### config.mk
export PLATFORM = sky130hd
export DESIGN_NAME = pag_ctrl
export DESIGN_NICKNAME = d
export VERILOG_FILES = /design/src/hdl/pag_pkg.sv /design/src/hdl/pag_ctrl.sv
export SDC_FILE = /design/constraint.sdc
export NUM_CORES = 1
export LEC_CHECK = 0
export CORE_MARGIN = 2
export CORE_UTILIZATION = 35
export DETAILED_ROUTE_END_ITERATION = 6
export DONT_BUFFER_PORTS = 1
export GPL_TIMING_DRIVEN = 1
export SETUP_SLACK_MARGIN = 0.1
export SLEW_MARGIN = 20
export SYNTH_ARGS = -nofsm -noshare
export SYNTH_HDL_FRONTEND = slang
export SYNTH_SLANG_ARGS = --single-unit
### constraint.sdc
create_clock -name clock -period 1.9 [get_ports clock]
set_input_delay 0.285 -clock clock [delete_from_list [all_inputs] [get_ports clock]]
set_output_delay 0.285 -clock clock [all_outputs]
set_load 0.005 [all_outputs]
### src/hdl/pag_pkg.sv
// Shared constants, codes and controller/datapath interface types for the attachment generator.
package pag_pkg;

   localparam int MAX_VERTICES = 65536;
   localparam int MAX_ATTACH   = 10;

   localparam int VTX_W    = $clog2(MAX_VERTICES);
   localparam int CNT_W    = VTX_W + 1;
   localparam int ATT_W    = $clog2(MAX_ATTACH + 1);
   localparam int DEG_W    = 16;
   localparam int TICKET_W = 24;
   localparam int WORD_W   = 32;
   localparam int CSR_AW   = 3;
   localparam int CSR_DW   = 32;

   localparam logic [CNT_W-1:0] VERTEX_COUNT_RESET = CNT_W'(16);
   localparam logic [ATT_W-1:0] ATTACH_COUNT_RESET = ATT_W'(2);

   localparam logic REQ_START = 1'b0;
   localparam logic REQ_DRAW  = 1'b1;

   localparam logic REG_VERTEX_COUNT = 1'b0;
   localparam logic REG_ATTACH_COUNT = 1'b1;

   typedef enum logic [1:0] {
      ST_EDGE   = 2'd0,
      ST_DONE   = 2'd1,
      ST_IDLE   = 2'd2,
      ST_BADCFG = 2'd3
   } status_type;

   typedef struct packed {
      logic take;
      logic status_emit;
      logic fill_write;
      logic clique_emit;
      logic mul;
      logic scan;
      logic update;
      logic edge_emit;
   } cmd_type;

   typedef struct packed {
      logic go_start;
      logic go_draw;
      logic fill_done;
      logic clique_last;
      logic scan_hit;
      logic out_free;
   } sts_type;

endpackage

### src/hdl/pag_ctrl.sv
// Controller state machine sequencing start, draw and status transactions.
module pag_ctrl import pag_pkg::*; (
   input  logic    clock,
   input  logic    reset,
   input  logic    req_valid,
   output logic    req_ready,
   input  sts_type sts,
   output cmd_type cmd
);

   typedef enum logic [7:0] {
      S_IDLE   = 8'b0000_0001,
      S_STATUS = 8'b0000_0010,
      S_FILL   = 8'b0000_0100,
      S_CLIQUE = 8'b0000_1000,
      S_MUL    = 8'b0001_0000,
      S_SCAN   = 8'b0010_0000,
      S_UPDATE = 8'b0100_0000,
      S_EMIT   = 8'b1000_0000
   } state_type;

   state_type state_ff, state_in;

   always_comb begin
      state_in = state_ff;
      cmd      = '0;
      unique case (state_ff)
         S_IDLE: begin
            if (req_valid) begin
               cmd.take = 1'b1;
               if (sts.go_start) begin
                  state_in = S_FILL;
               end else if (sts.go_draw) begin
                  state_in = S_MUL;
               end else begin
                  state_in = S_STATUS;
               end
            end
         end
         S_STATUS: begin
            if (sts.out_free) begin
               cmd.status_emit = 1'b1;
               state_in        = S_IDLE;
            end
         end
         S_FILL: begin
            cmd.fill_write = 1'b1;
            if (sts.fill_done) begin
               state_in = S_CLIQUE;
            end
         end
         S_CLIQUE: begin
            if (sts.out_free) begin
               cmd.clique_emit = 1'b1;
               if (sts.clique_last) begin
                  state_in = S_IDLE;
               end
            end
         end
         S_MUL: begin
            cmd.mul  = 1'b1;
            state_in = S_SCAN;
         end
         S_SCAN: begin
            cmd.scan = 1'b1;
            if (sts.scan_hit) begin
               state_in = S_UPDATE;
            end
         end
         S_UPDATE: begin
            cmd.update = 1'b1;
            state_in   = S_EMIT;
         end
         S_EMIT: begin
            if (sts.out_free) begin
               cmd.edge_emit = 1'b1;
               state_in      = S_IDLE;
            end
         end
         default: state_in = S_IDLE;
      endcase
   end

   assign req_ready = (state_ff == S_IDLE);

   always_ff @(posedge clock) begin
      if (reset) begin
         state_ff <= S_IDLE;
      end else begin
         state_ff <= state_in;
      end
   end

endmodule

==> key figures <==
Run status
  – Run status: completed

Placement
  – GPL Wtd Cong: 0.787
  – PortBufs: 0
  – HPWL after detailed placement: 818 um

Power and ir drop
  – Share of total power in the clock network: 0.314
  – Internal Power: 0.000291 W
  – Cell Pwr Density: 727 nW/um^2
  – Portion of total power attributed to sequential cells: 0.454
  – Worst IR drop on VDD: 0.370 mV
  – Portion of total power attributed to combinational logic: 0.232
  – Net switching power: 0.000115 W
  – Leakage power: 0.225 nW
  – Switching Share: 0.284
  – Overall power: 0.000406 W

Critical path
  – Endpoint arrival time on the critical path: 1.89 ns
  – Critical path start-end classification: flop to flop
  – Maximum single-stage delay on the critical path: 0.40 ns
  – Ordered list of cells on the worst path: nor4_4 -> nand3_2 -> or3_1 -> or3_1 -> a21oi_1
  – CP bufs+invs: 0
  – Cell depth of the worst flop-to-flop path: 5
  – Category of the worst setup path launch point: flop
  – Reg2reg start: state_ff[3]
  – Slowest stage cell on the critical path: sky130_fd_sc_hd__nor4_4
  – Delay-heaviest family, CP: simple AND/OR/NAND/NOR gates
  – Largest fanout of any net on the critical path: 5
  – Critical path destination: state_ff[1]
  – Levels on crit path: 5
  – CP Launch Point: state_ff[3]
  – Data required time of the critical path: 2.08 ns
  – Most Frequent Cell on Critical Path: sky130_fd_sc_hd__or3_1
  – End of the worst register-to-register path: state_ff[1]
  – Worst R2R Setup Slack: 0.20 ns
  – Worst setup EP type: flop

Final layout
  – Registers with the most flip-flops: state_ff x8
  – Register with the highest flop count: state_ff
  – Area Growth Syn to Fin: 14.9%
  – Flip-flop count of the largest register after layout: 8
  – Fillcell total: 137
  – Share of layout cells above drive strength 1: 0.188
  – Net count reported at finish: 80
  – Number of antenna diodes: 0

Clocking
  – Clock-pin slew on the worst setup and hold paths: 0.05 ns
  – # clock sinks: 8
  – Later-pin clock latency in the skew report: 0.25 ns
  – Total number of H-tree levels: 1
  – Hold Buf Count CTS: 0
  – Cts bufs inserted: 3
  – CTS tree: built
  – Clock Path Buffers: 2
  – Root buffer selected by CTS: sky130_fd_sc_hd__clkbuf_4

Floorplanning
  – Die height: 41.3 um
  – Die outline area: 1700 um^2
  – Number of top-level design ports: 18
  – Number of standard-cell rows in the floorplan: 13
  – Starting density of the core: 0.374
  – Area inside the core boundary: 1300 um^2
  – Die Span X: 41.3 um

STA
  – Fmax: 587 MHz
  – Number of endpoints failing setup at the final stage: 0
  – Final Cycle Share: 0.897
  – Setup clock skew after layout: 0.000338 ns
  – Sum of negative setup slack: 0 ns
  – Max Slew Vio Count: 0
  – Endpoints failing hold: 0
  – Transition at the pin with the smallest max-transition slack: 0.357 ns
  – Slew Limit Headroom: 0.760
  – Min cycle time layout: 1.70 ns
  – Setup repair after global routing missed its margin: true

Drt
  – Post-detailed-routing wire length: 1.07 mm
  – DRC viols: 0
  – WL/cell: 12.7 um
  – Detail-routed via count per cell: 5.60
  – Residual antenna-violating net count after detailed routing: 0
  – Count of vias placed by the detailed router: 470
  – Initial DRC Count: 10
  – Number of iterations in the first detailed-routing pass: 4

Synthesis
  – Number of unique standard cell types used by synthesis: 25
  – Sequential element share of the synthesized area: 0.329
  – Syn. warnings: 0
  – Netlist area before placement: 487 um^2
  – Yosys reg bits: 8
  – Synthesized Nets: 73
  – Synthesized instance count: 64
  – Synth Area per Inst: 7.60 um^2

Global route
  – Maximum number of pins on one net before global-route repair: 9
  – Global-route wire length before repair: 1.66 mm
  – Remaining global-route overflow: 0
  – Via count of the first global-routing pass: 438
  – Initial antenna violation count: 0
  – All-Layer GR Usage: 0.149

Worst hold path
  – Min-delay worst type: input pin to flop
  – Cell depth of the worst hold path: 1

Job
  – Maxcap violations: 0
==> worst min-delay path by stage <==
stage	startpoint	to	slack, ns
floorplan	sts[4]	state_ff[4]	0.43
global placement	reset	state_ff[1]	0.36
detailed placement	reset	state_ff[1]	0.36
CTS	reset	state_ff[1]	0.09
global route	reset	state_ff[2]	0.08
finish	reset	state_ff[2]	0.09
==> power groups by stage <==
stage          Combinational, W  Clock [W]  Sequential (W)
3_5_place_dp          0.0000862          0        0.000188
5_1_grt                0.000106   0.000138        0.000186
4_1_cts               0.0000866   0.000132        0.000184
6_report              0.0000943   0.000128        0.000184
2_1_floorplan         0.0000735          0        0.000186
3_3_place_gp          0.0000868          0        0.000187
==> final cells by class <==
| cell class | count | area [um^2] | share of cell area |
|---|---|---|---|
| multi-input cells | 51 | 318 | 0.568 |
| flip-flops and latches | 8 | 163 | 0.291 |
| clock buffers | 3 | 22.5 | 0.0403 |
| repair buffers | 3 | 22.5 | 0.0403 |
| well taps | 15 | 18.8 | 0.0336 |
| inverters | 4 | 15.0 | 0.0268 |
==> metrics by stage <==
stage	cell area (um^2)	hold WS [ns]	utilization	setup slack, ns	cells
after global routing	559	0.0843	0.430	0.0855	84
after global placement	517	0.356	0.397	0.199	80
after floorplan	487	0.431	-	0.278	64
final	559	0.0936	0.430	0.195	84
after CTS	539	0.0894	0.414	0.117	83
after detailed placement	517	0.358	0.397	0.168	80
==> cells in the final DEF (no fill, tap or decap), types with 2 or more instances in the layout <==
cell / synthesis / layout
sky130_fd_sc_hd__clkbuf_4: 0 / 3
sky130_fd_sc_hd__or3_1: 3 / 3
sky130_fd_sc_hd__nor2_1: 12 / 11
sky130_fd_sc_hd__dfxtp_1: 8 / 6
sky130_fd_sc_hd__nand3_1: 3 / 3
sky130_fd_sc_hd__nor2b_1: 3 / 3
sky130_fd_sc_hd__a21oi_1: 2 / 2
sky130_fd_sc_hd__nor3_1: 3 / 3
sky130_fd_sc_hd__xnor2_1: 2 / 2
sky130_fd_sc_hd__nand2_1: 3 / 3
sky130_fd_sc_hd__o21ai_0: 3 / 3
sky130_fd_sc_hd__and3_1: 2 / 2
sky130_fd_sc_hd__buf_4: 0 / 3
sky130_fd_sc_hd__nor3b_1: 3 / 2
sky130_fd_sc_hd__dfxtp_2: 0 / 2
sky130_fd_sc_hd__inv_1: 4 / 4
sky130_fd_sc_hd__a2bb2oi_1: 2 / 2
==> Yosys cell counts <==
cell type                    n  area (um^2)
sky130_fd_sc_hd__nor2_1     12         45.0
sky130_fd_sc_hd__dfxtp_1     8          160
sky130_fd_sc_hd__inv_1       4         15.0
sky130_fd_sc_hd__nand2_1     3         11.3
sky130_fd_sc_hd__nand3_1     3         15.0
sky130_fd_sc_hd__nor2b_1     3         18.8
sky130_fd_sc_hd__nor3_1      3         15.0
sky130_fd_sc_hd__nor3b_1     3         22.5
sky130_fd_sc_hd__o21ai_0     3         15.0
sky130_fd_sc_hd__or3_1       3         18.8
sky130_fd_sc_hd__a21oi_1     2         10.0
sky130_fd_sc_hd__a2bb2oi_1   2         17.5
sky130_fd_sc_hd__and3_1      2         12.5
sky130_fd_sc_hd__xnor2_1     2         17.5
sky130_fd_sc_hd__a22oi_1     1         7.51
sky130_fd_sc_hd__and2_1      1         6.26
sky130_fd_sc_hd__buf_1       1         3.75
sky130_fd_sc_hd__nand2b_1    1         6.26
sky130_fd_sc_hd__nand3_2     1         10.0
sky130_fd_sc_hd__nand4_1     1         6.26
sky130_fd_sc_hd__nand4b_1    1         8.76
sky130_fd_sc_hd__nor4_4      1         21.3
sky130_fd_sc_hd__o211ai_1    1         7.51
sky130_fd_sc_hd__o22ai_1     1         6.26
sky130_fd_sc_hd__o32ai_1     1         8.76
==> kinds of logic after synthesis <==
| kind of cell | Yosys count | share of synthesized area |
|---|---|---|
| DFF | 8 | 0.329 |
| xor gates and xnor gates | 2 | 0.0360 |
| and+or+nand+nor | 38 | 0.447 |
| buffers and inverters | 5 | 0.0385 |
| AOI/OAI and AO/OA | 11 | 0.149 |
==> layer usage <==
metal	up-vias	wire, um	track usage
li1	239	-	-
met1	211	461	0.189
met2	18	508	0.230
met3	2	88	0.0266
met4	0	8	0.0968
met5	-	0	0
==> timing repair <==
item / CTS / global route
gates resized for setup: 0 / 5
setup endpoints to repair: 0 / 9
setup buffers: 0 / 1
==> worst register-to-register path, stage by stage, from the launching register on <==
cell and delay (ns):
sky130_fd_sc_hd__dfxtp_2 0.34, sky130_fd_sc_hd__nor4_4 0.40, sky130_fd_sc_hd__nand3_2 0.15, sky130_fd_sc_hd__or3_1 0.31
sky130_fd_sc_hd__or3_1 0.31, sky130_fd_sc_hd__a21oi_1 0.14
No activity file was read; power rests on OpenSTA's default activity.
