**src/hdl/pag_pkg.sv**
```systemverilog
// Shared constants, codes and controller/datapath interface types for the attachment generator.
package pag_pkg;

   localparam int MAX_VERTICES = 65536;
   localparam int MAX_ATTACH   = 10;

   localparam int VTX_W    = $clog2(MAX_VERTICES);
   localparam int CNT_W    = VTX_W + 1;
   localparam int ATT_W    = $clog2(MAX_ATTACH + 1);
   localparam int DEG_W    = 16;
   localparam int TICKET_W = 24;
   localparam int WORD_W   = 32;
   localparam int CSR_AW   = 3;
   localparam int CSR_DW   = 32;

   localparam logic [CNT_W-1:0] VERTEX_COUNT_RESET = CNT_W'(16);
   localparam logic [ATT_W-1:0] ATTACH_COUNT_RESET = ATT_W'(2);

   localparam logic REQ_START = 1'b0;
   localparam logic REQ_DRAW  = 1'b1;

   localparam logic REG_VERTEX_COUNT = 1'b0;
   localparam logic REG_ATTACH_COUNT = 1'b1;

   typedef enum logic [1:0] {
      ST_EDGE   = 2'd0,
      ST_DONE   = 2'd1,
      ST_IDLE   = 2'd2,
      ST_BADCFG = 2'd3
   } status_type;

   typedef struct packed {
      logic take;
      logic status_emit;
      logic fill_write;
      logic clique_emit;
      logic mul;
      logic scan;
      logic update;
      logic edge_emit;
   } cmd_type;

   typedef struct packed {
      logic go_start;
      logic go_draw;
      logic fill_done;
      logic clique_last;
      logic scan_hit;
      logic out_free;
   } sts_type;

endpackage

```
**src/hdl/pag_csr.sv**
```systemverilog
// APB-style configuration registers for vertex and attachment counts.
module pag_csr import pag_pkg::*; (
   input  logic              clock,
   input  logic              reset,
   input  logic              csr_psel,
   input  logic              csr_penable,
   input  logic              csr_pwrite,
   input  logic [CSR_AW-1:0] csr_paddr,
   input  logic [CSR_DW-1:0] csr_pwdata,
   output logic [CSR_DW-1:0] csr_prdata,
   output logic              csr_pready,
   output logic [CNT_W-1:0]  vertex_count,
   output logic [ATT_W-1:0]  attach_count,
   output logic              cfg_write
);

   logic [CNT_W-1:0] vertex_count_ff, vertex_count_in;
   logic [ATT_W-1:0] attach_count_ff, attach_count_in;
   logic             reg_sel;

   assign csr_pready = 1'b1;
   assign reg_sel    = csr_paddr[2];
   assign cfg_write  = csr_psel & csr_penable & csr_pwrite & csr_pready;

   always_comb begin
      vertex_count_in = vertex_count_ff;
      attach_count_in = attach_count_ff;
      if (cfg_write) begin
         unique case (reg_sel)
            REG_VERTEX_COUNT: vertex_count_in = csr_pwdata[CNT_W-1:0];
            REG_ATTACH_COUNT: attach_count_in = csr_pwdata[ATT_W-1:0];
            default: ;
         endcase
      end
   end

   always_comb begin
      unique case (reg_sel)
         REG_VERTEX_COUNT: csr_prdata = CSR_DW'(vertex_count_ff);
         REG_ATTACH_COUNT: csr_prdata = CSR_DW'(attach_count_ff);
         default:          csr_prdata = '0;
      endcase
   end

   always_ff @(posedge clock) begin
      if (reset) begin
         vertex_count_ff <= VERTEX_COUNT_RESET;
         attach_count_ff <= ATTACH_COUNT_RESET;
      end else begin
         vertex_count_ff <= vertex_count_in;
         attach_count_ff <= attach_count_in;
      end
   end

   assign vertex_count = vertex_count_ff;
   assign attach_count = attach_count_ff;

endmodule

```
**config.mk**
```make
export PLATFORM = sky130hd
export DESIGN_NAME = pag_csr
export DESIGN_NICKNAME = d
export VERILOG_FILES = /design/src/hdl/pag_pkg.sv /design/src/hdl/pag_csr.sv
export SDC_FILE = /design/constraint.sdc
export NUM_CORES = 1
export LEC_CHECK = 0
export ABC_AREA = 1
export BUFFER_PORTS_ARGS = -buffer_cell sky130_fd_sc_hd__buf_2
export CAP_MARGIN = 40
export CORE_MARGIN = 2
export CORE_UTILIZATION = 35
export DETAILED_ROUTE_END_ITERATION = 8
export GPL_TIMING_DRIVEN = 0
export PLACE_DENSITY = 0.76
export SETUP_SLACK_MARGIN = 0.5
export SYNTH_ARGS = -nofsm -noshare
export SYNTH_HDL_FRONTEND = slang
export SYNTH_SLANG_ARGS = --single-unit
```
**constraint.sdc**
```tcl
create_clock -name clock -period 0.8 [get_ports clock]
set_input_delay 0.16 -clock clock [delete_from_list [all_inputs] [get_ports clock]]
set_output_delay 0.16 -clock clock [all_outputs]
set_load 0.1 [all_outputs]
```
==> results.cfg, run 1 <==
[outcome]
status = finished with violations
violations = setup timing

[drt]
drt_wl_total_mm = 7.08
maxUsedRoutingLayer = met4
vias = 1742
viasPerCell = 5.11
firstDrtPassIters = 4
drcViolationCount = 0
postRouteAntennaNets = 0
drt_iter0_markers = 115
routed-wl-met3_um = 576
wirelength_met1_mm = 2.46
wire_per_inst_um = 20.8
wl_met2_mm = 3.52

[pwr]
p_comb_share_pct = 51.6
p_leak_uw = 0.00139
p_total_uw = 3480
switching_power_uw = 1690
powerDensity_nw_per_um2 = 1150
p_int_uw = 1790
seqPwrFrac_pct = 31.8
power_switching_share_pct = 48.5
clock_power_share_pct = 16.5
max-vdd-ir-drop_mv = 0.702

[finish]
n_fill_cell = 96
utilization_pct = 92.2
nNetsFinal = 336
diodes = 0
instances_no_fill = 341
drive_above_1_share_pct = 71.2
syn2layout_area_growth_pct = 157

[clocking]
cts_buffer_depth = 2
cts_root_buf = clkbuf_4
cts.clk_slew.worst_paths_ns = 0.14
clk_latency_ns = 0.32
numCtsBuffers = 3
cts_tree = built
hold_buffers = 0
htree_levels = 1
clkSinkCount = 21

[critical_path]
arrival_ns = 1.13
worst_setup_path_start_kind = flip-flop
crit_family = flip-flops
crit_slowest_cell = dfxtp_4
cp_num_buf_inv = 2
end_kind = output port
worstPathRequired_ns = 0.64
path_max_fanout = 3
cp_cell_sequence = inv_2 > nor2_4 > buf_12
critPathMaxStageDelay_ns = 0.40
crit_type = flip-flop to output port

[synth]
synth_area_leader_cell = dfxtp_1
ys_ff_latch = 21
syn_inst = 192
synth_edf_count = 0
synth_top_area_share_pct = 35.7
ys_top_cells_by_count = nor2_1, nand2_1, inv_1
syn-cell-area_um2 = 1180
yosysMostFrequentCell = nor2_1
ys_types = 16
ys_seq_area_share_pct = 35.7
synth_top_flop_cell = dfxtp_1
async_reset_ff_share_pct = 0
synth_warnings = 0
synthTopCellsByArea = dfxtp_1, nor2_1, nand2_1, buf_4, inv_1
avgSynthCellArea_um2 = 6.14

[floorplan]
die_x_um = 62.0
core.rowCount = 21
die_height_um = 62.0
core_area_um2 = 3280
start_util_pct = 35.9
die-area_um2 = 3850
ios = 95

[grt]
grt_max_degree = 13
overflow = 0
grt_antenna_before_repair = 0
grtUsageTotal_pct = 29.2
grt_pass1_wl_mm = 7.88
grt_pass1_vias = 1562

[timing]
rsz0062_at_grt = yes
slew_viol_final = 0
hold_viol_final = 0
min_period_ns = 1.29
max_freq_ghz = 0.774
worst_clock_skew_ns = 0
final-setup-viol-count = 43
post-route-period-util_pct = 162
tns_ns = -13.91
setup_ws_ns = -0.492

[min_path]
hp-class = input port to flip-flop

[placed_design]
io_buffers = 61
gp_congestion = 0.743
dpl.hpwl_mm = 2.45
dp_cells = 313

[job]
maxCapViolCount = 0
power groups by stage:
stage	logic [uW]	clock network (uW)	registers [uW]
final	1800	576	1110
after global routing	1840	619	1110
after CTS	1600	531	1090
after detailed placement	1310	0	1100
after global placement	1300	0	1100
after floorplan	877	0	1360
worst reg2reg max path, cell delays in order (launching register included):
cell	delay (ns)
dfxtp_4	0.39
buf_4	0.15
nor2_4	0.09
nor2_1	0.05
logic make-up (layout without fill, tap and decap cells):
family          count (synthesis)  after routing  synth area share (%)
other cells                     2             16                 0.637
compound gates                  2              2                 0.848
flops                          21             21                  35.7
simple gates                  110            110                  38.4
buf+inv                        57            146                  24.4
repair_timing:
action,in CTS,in global routing
cloned,3,0
setup endpoints to repair,60,60
setup buffers,12,9
gates resized for setup,172,50
pin swaps,44,21
final timing paths:
check,start,end,slack (ns),depth (start not counted)
max,vertex_count[12]$_SDFFE_PP0P_,csr_prdata[12],-0.49,3
min,csr_pwdata[4],vertex_count[4]$_SDFFE_PP1P_,0.06,3
max reg2reg,vertex_count[11]$_SDFFE_PP0P_,vertex_count[11]$_SDFFE_PP0P_,0.03,3
min reg2reg,vertex_count[4]$_SDFFE_PP1P_,vertex_count[4]$_SDFFE_PP1P_,0.51,2
through the flow:
step | worst slack, ns | hold slack, ns | cell area, um^2
final | -0.492 | 0.0589 | 3030
after detailed placement | -0.707 | 0.385 | 1990
after floorplan | -0.459 | 0.285 | 1630
after global routing | -0.543 | 0.0562 | 3030
after global placement | -0.698 | 0.373 | 1990
after CTS | -0.373 | 0.0656 | 2760
metal layers:
metal / GRT usage [%] / vias to the layer above
met4: 21.0 / 0
met5: 0 / -
met2: 48.1 / 136
met3: 6.00 / 49
li1: - / 743
met1: 33.5 / 814
sequential cells by signal, indices dropped and copies added (netlist names):
signal	flops
attach_count	4
vertex_count	17
layout by cell type, fill, tap and decap left out, drive strengths merged:
| cell | netlist | final |
|---|---|---|
| o21ai | 2 | 2 |
| buf | 23 | 108 |
| nand2 | 34 | 34 |
| inv | 32 | 32 |
| conb | 2 | 16 |
| dfxtp | 21 | 21 |
| clkinv | 0 | 1 |
| nor2 | 54 | 54 |
| clkbuf | 2 | 5 |
| nand3 | 22 | 22 |
final cells by class:
| cell class | instances | area (um^2) | area share (%) |
|---|---|---|---|
| timing repair buffer | 85 | 1170 | 38.7 |
| multi-input combinational | 128 | 937 | 31.0 |
| sequential | 21 | 499 | 16.5 |
| buffer | 25 | 210 | 6.94 |
| inverter | 32 | 125 | 4.13 |
| tap | 46 | 57.6 | 1.90 |
| clock buffer | 3 | 22.5 | 0.744 |
| clock inverter | 1 | 5.00 | 0.165 |
Note: power is estimated with default switching activity, not from simulation.
==> run 2: changes to the inputs <==
==> constraint.sdc (replaced) <==
create_clock -name clock -period 1.1 [get_ports clock]
set_input_delay 0.22 -clock clock [delete_from_list [all_inputs] [get_ports clock]]
set_output_delay 0.22 -clock clock [all_outputs]
set_load 0.1 [all_outputs]
==> run 2 against run 1 <==
Compared with the run above:
- the run still ends with setup timing left
- critical path depth unchanged
- first-iteration DRC count down 42%
- core utilization up 0.99 points
- via count down 2.5%
- sequential share of layout area down 0.18 points
- highest routed layer unchanged
==> results.cfg, run 2 (synthesized netlist as in run 1, its figures left out) <==
[outcome]
status = finished with violations
violations = setup timing

[grt]
grt_antenna_before_repair = 0
grt_max_degree = 13
grt_pass1_wl_mm = 7.31
grt_pass1_vias = 1471
grtUsageTotal_pct = 26.6
overflow = 0

[pwr]
power_switching_share_pct = 48.3
p_int_uw = 1310
clock_power_share_pct = 16.9
p_comb_share_pct = 51.6
seqPwrFrac_pct = 31.5
max-vdd-ir-drop_mv = 0.763
powerDensity_nw_per_um2 = 831
p_leak_uw = 0.00141
switching_power_uw = 1230

[clocking]
cts_buffer_depth = 2
cts.clk_slew.worst_paths_ns = 0.14
clkSinkCount = 21
cts_tree = built
hold_buffers = 0
numCtsBuffers = 3
cts_root_buf = clkbuf_4
htree_levels = 1
clk_latency_ns = 0.33

[drt]
drcViolationCount = 0
postRouteAntennaNets = 0
wire_per_inst_um = 19.2
viasPerCell = 4.98
drt_wl_total_mm = 6.54
drt_iter0_markers = 67
vias = 1698
firstDrtPassIters = 4

[floorplan]
core_area_um2 = 3280
die_x_um = 62.0
core.rowCount = 21
ios = 95
start_util_pct = 35.9
die_height_um = 62.0
die-area_um2 = 3850

[critical_path]
crit_type = flip-flop to output port
end_kind = output port
arrival_ns = 1.10
rr_endpoint = vertex_count[13]$_SDFFE_PP0P_
path_max_fanout = 3
worst_setup_path_start_kind = flip-flop
r2r_start = vertex_count[13]$_SDFFE_PP0P_
r2r_setup_slack_ns = 0.33
crit_path_end = csr_prdata[11]
worstPathRequired_ns = 0.88
crit_start = vertex_count[11]$_SDFFE_PP0P_
rr_worst_depth = 3

[timing]
hold_viol_final = 0
slew_viol_final = 0
final-setup-viol-count = 38
worst_clock_skew_ns = 0
tns_ns = -4.60
rsz0062_at_grt = yes
min_period_ns = 1.32
max_freq_ghz = 0.760
setup_ws_ns = -0.216
post-route-period-util_pct = 120

[finish]
multi_input_area_um2 = 930
largest_register_ffs = 17
utilization_pct = 93.2
syn2layout_area_growth_pct = 160
layout_commonest_cell = buf_12
finalInstanceArea_um2 = 3060
drive_above_1_share_pct = 70.8
nNetsFinal = 336
n_fill_cell = 111
diodes = 0
final_cell_mix = buf_12, nor2_1, buf_6
register_area_um2 = 499

[job]
maxCapViolCount = 0

[placed_design]
gp_congestion = 0.751
dpl.hpwl_mm = 2.33
placed_area_um2 = 2050
io_buffers = 61

[min_path]
hp-class = input port to flip-flop
[run 2: cell counts in the layout (fill, tap and decap cells not counted)]
No cell type changed its count.
[run 2: metrics by stage]
stage | std cells | hold WS [ns] | setup slack [ns] | total power [uW]
global route | 341 | 0.130 | -0.234 | 2600
floorplan | 206 | 0.345 | -0.219 | 1640
detailed placement | 313 | 0.450 | -0.540 | 1770
CTS | 329 | 0.116 | -0.124 | 2350
finish | 341 | 0.121 | -0.216 | 2540
global placement | 313 | 0.435 | -0.534 | 1760
[run 2: what timing repair did]
item | CTS | global route
buffers inserted | 9 | 12
pin swaps | 34 | 16
gates resized for setup | 171 | 42
endpoints found under the setup margin | 60 | 60
gates cloned | 3 | 0
[run 2: worst min path at each step]
stage                       start                           end  cells past startpoint  slack [ns]
global route        csr_pwdata[4]  vertex_count[4]$_SDFFE_PP1P_                      3        0.13
floorplan           csr_pwdata[1]  attach_count[1]$_SDFFE_PP1P_                      2        0.35
finish              csr_pwdata[1]  attach_count[1]$_SDFFE_PP1P_                      3        0.12
CTS                 csr_pwdata[4]  vertex_count[4]$_SDFFE_PP1P_                      3        0.12
global placement    csr_pwdata[4]  vertex_count[4]$_SDFFE_PP1P_                      3        0.44
detailed placement  csr_pwdata[4]  vertex_count[4]$_SDFFE_PP1P_                      3        0.45
[run 2: area by class of cell]
class	instances	share of cell area (%)
Buffer	25	7.77
Clock buffer	3	0.736
Clock inverter	1	0.164
Inverter	32	4.09
Multi-Input combinational cell	128	30.4
Sequential cell	21	16.3
Tap cell	46	1.88
Timing Repair Buffer	85	38.7
[run 2: critical path, cell delays in order (launching register included)]
cell and delay, ns:
dfxtp_4 0.40, inv_2 0.06, nor2_4 0.12, buf_12 0.18
[run 2: layer usage]
| metal | share of wire (%) | GRT usage (%) | wire length, um |
|---|---|---|---|
| met5 | 0 | 0 | 0 |
| met4 | 5.5 | 15.2 | 359 |
| met3 | 6.1 | 2.48 | 402 |
| met2 | 53 | 47.2 | 3450 |
| met1 | 36 | 30.9 | 2330 |
[run 2: power groups by stage]
stage	logic (uW)	registers, uW	clock network [uW]
2_1_floorplan	650	992	0
3_3_place_gp	964	797	0
3_5_place_dp	968	798	0
4_1_cts	1180	788	382
5_1_grt	1350	802	449
6_report	1310	800	430
==> run 3: changes to the inputs <==
--- a/config.mk
+++ b/config.mk
@@ -7,11 +7,12 @@
 export LEC_CHECK = 0
 export ABC_AREA = 1
 export BUFFER_PORTS_ARGS = -buffer_cell sky130_fd_sc_hd__buf_2
-export CAP_MARGIN = 40
-export CORE_MARGIN = 2
+export CAP_MARGIN = 20
+export CORE_MARGIN = 5
 export CORE_UTILIZATION = 35
 export DETAILED_ROUTE_END_ITERATION = 8
 export GPL_TIMING_DRIVEN = 0
+export MAX_ROUTING_LAYER = met4
 export PLACE_DENSITY = 0.76
 export SETUP_SLACK_MARGIN = 0.5
 export SYNTH_ARGS = -nofsm -noshare
==> run 3 against run 2 <==
Compared with the run above:
- the run still ends with setup timing left
- first-iteration DRC count rose by 88%
- largest power group unchanged
- clock-buffer cell count rose by 1
- via count down 2.7%
- non-clock buffer count fell by 5
- clock power barely moved
- setup slack worse by 0.0076 ns
- global-route usage fell by 3.7 points
- power up 0.23%
- largest cell class unchanged
- fmax fell by 0.58%
- sequential power up 0.5%
- clock skew stayed put
- die area grew 20%
==> results.cfg, run 3 (synthesized netlist as in run 1, its figures left out) <==
[finish]
final_cell_mix = buf_12, nor2_1, buf_4, dfxtp_4, buf_2
drive_above_1_share_pct = 72.8
diodes = 0
instances_no_fill = 336
finalInstanceArea_um2 = 3050
syn2layout_area_growth_pct = 159
layout_commonest_cell = buf_12
nNetsFinal = 331
largest_register_ffs = 17
utilization_pct = 92.1

[grt]
grt_antenna_before_repair = 0
grt_max_degree = 12
grt_pass1_vias = 1476
grtUsageTotal_pct = 22.9
grt_pass1_wl_mm = 7.45
overflow = 0

[critical_path]
r2r_start = vertex_count[0]$_SDFFE_PP0P_
cp_cell_sequence = inv_2 > nor2_4 > buf_12
arrival_ns = 1.10
rr_endpoint = vertex_count[0]$_SDFFE_PP0P_
worstPathRequired_ns = 0.88
rr_worst_depth = 3
worst_setup_path_start_kind = flip-flop
end_kind = output port
crit_family = flip-flops
r2r_setup_slack_ns = 0.29
critPathMaxStageDelay_ns = 0.41
crit_type = flip-flop to output port
cp_num_buf_inv = 2
path_max_fanout = 3
crit_slowest_cell = dfxtp_4

[timing]
min_period_ns = 1.32
post-route-period-util_pct = 120
final-setup-viol-count = 38
rsz0062_at_grt = yes
hold_viol_final = 0
max_freq_ghz = 0.756
slew_viol_final = 0
worst_clock_skew_ns = 0
worst_hold_slack_ns = 0.118
setup_ws_ns = -0.223

[drt]
drcViolationCount = 0
postRouteAntennaNets = 0
drt_iter0_markers = 126
drt_wl_total_mm = 7.21
wire_per_inst_um = 21.4
firstDrtPassIters = 4
vias = 1652
viasPerCell = 4.92

[pwr]
p_leak_uw = 0.00137
p_int_uw = 1310
switching_power_uw = 1230
p_comb_share_pct = 51.6
max-vdd-ir-drop_mv = 0.532
p_total_uw = 2550
seqPwrFrac_pct = 31.5
clock_power_share_pct = 16.9
powerDensity_nw_per_um2 = 836
power_switching_share_pct = 48.4

[placed_design]
dpl.hpwl_mm = 2.62
io_buffers = 61
gp_congestion = 0.787
dp_cells = 313
placed_area_um2 = 2050

[clocking]
cts_root_buf = clkbuf_4
hold_buffers = 0
clkSinkCount = 21
htree_levels = 1
cts.clk_slew.worst_paths_ns = 0.14
cts_buffer_depth = 2
cts_tree = built
clk_latency_ns = 0.32
numCtsBuffers = 3

[outcome]
violations = setup timing
status = finished with violations

[min_path]
hold_path_end = vertex_count[4]$_SDFFE_PP1P_
worstHoldStart = csr_pwdata[4]
hp-class = input port to flip-flop
hold_depth = 3

[job]
maxCapViolCount = 0

[floorplan]
start_util_pct = 35.6
die-area_um2 = 4630
core.rowCount = 21
ios = 95
die_height_um = 68.0
die_x_um = 68.0
core_area_um2 = 3310
run 3: worst max-delay path by stage:
stage,start,to,slack [ns],cells past startpoint
CTS,attach_count[1]$_SDFFE_PP1P_,csr_prdata[1],-0.13,3
detailed placement,csr_paddr[2],csr_prdata[0],-0.53,6
floorplan,vertex_count[10]$_SDFFE_PP0P_,csr_prdata[10],-0.22,2
finish,vertex_count[4]$_SDFFE_PP1P_,csr_prdata[4],-0.22,3
global route,vertex_count[4]$_SDFFE_PP1P_,csr_prdata[4],-0.25,3
global placement,csr_paddr[2],csr_prdata[3],-0.53,6
run 3: area by class of cell:
| type | instances | area (um^2) |
|---|---|---|
| inverters | 32 | 120 |
| flip-flops and latches | 21 | 499 |
| well taps | 46 | 57.6 |
| repair buffers | 80 | 1170 |
| clock buffers | 4 | 26.3 |
| multi-input cells | 128 | 955 |
| fillers | 125 | 262 |
| plain buffers | 25 | 224 |
run 3: stage by stage:
stage / setup TNS, ns / worst slack [ns]
2_1_floorplan: -2.85 / -0.219
3_3_place_gp: -7.79 / -0.528
3_5_place_dp: -8.22 / -0.527
4_1_cts: -3.44 / -0.125
5_1_grt: -5.04 / -0.245
6_report: -4.27 / -0.223
run 3: what timing repair did:
| action | in CTS | in global routing |
|---|---|---|
| gates resized for setup | 151 | 68 |
| cloned | 3 | 0 |
| pin swaps | 21 | 21 |
| buffers inserted | 10 | 6 |
| setup endpoints to repair | 60 | 60 |
run 3: power groups by stage:
stage | Sequential [uW] | Clock, uW | Combinational [uW]
after detailed placement | 799 | 0 | 970
final | 804 | 431 | 1310
after floorplan | 992 | 0 | 650
after global routing | 806 | 450 | 1350
after global placement | 797 | 0 | 964
after CTS | 786 | 394 | 1160
run 3: worst min-delay path: cells and delay by family:
| family | cells | cell delay [ns] |
|---|---|---|
| simple gates | 2 | 0.12 |
| buf+inv | 1 | 0.09 |
run 3: layer usage:
layer | up-vias | track usage (%) | wire [um] | part of all wire, %
met5 | - | - | 0 | 0
met1 | 779 | 23.5 | 2520 | 35
li1 | 731 | - | - | -
met3 | 34 | 2.30 | 496 | 6.9
met4 | 0 | 8.19 | 412 | 5.7
met2 | 108 | 44.3 | 3770 | 52
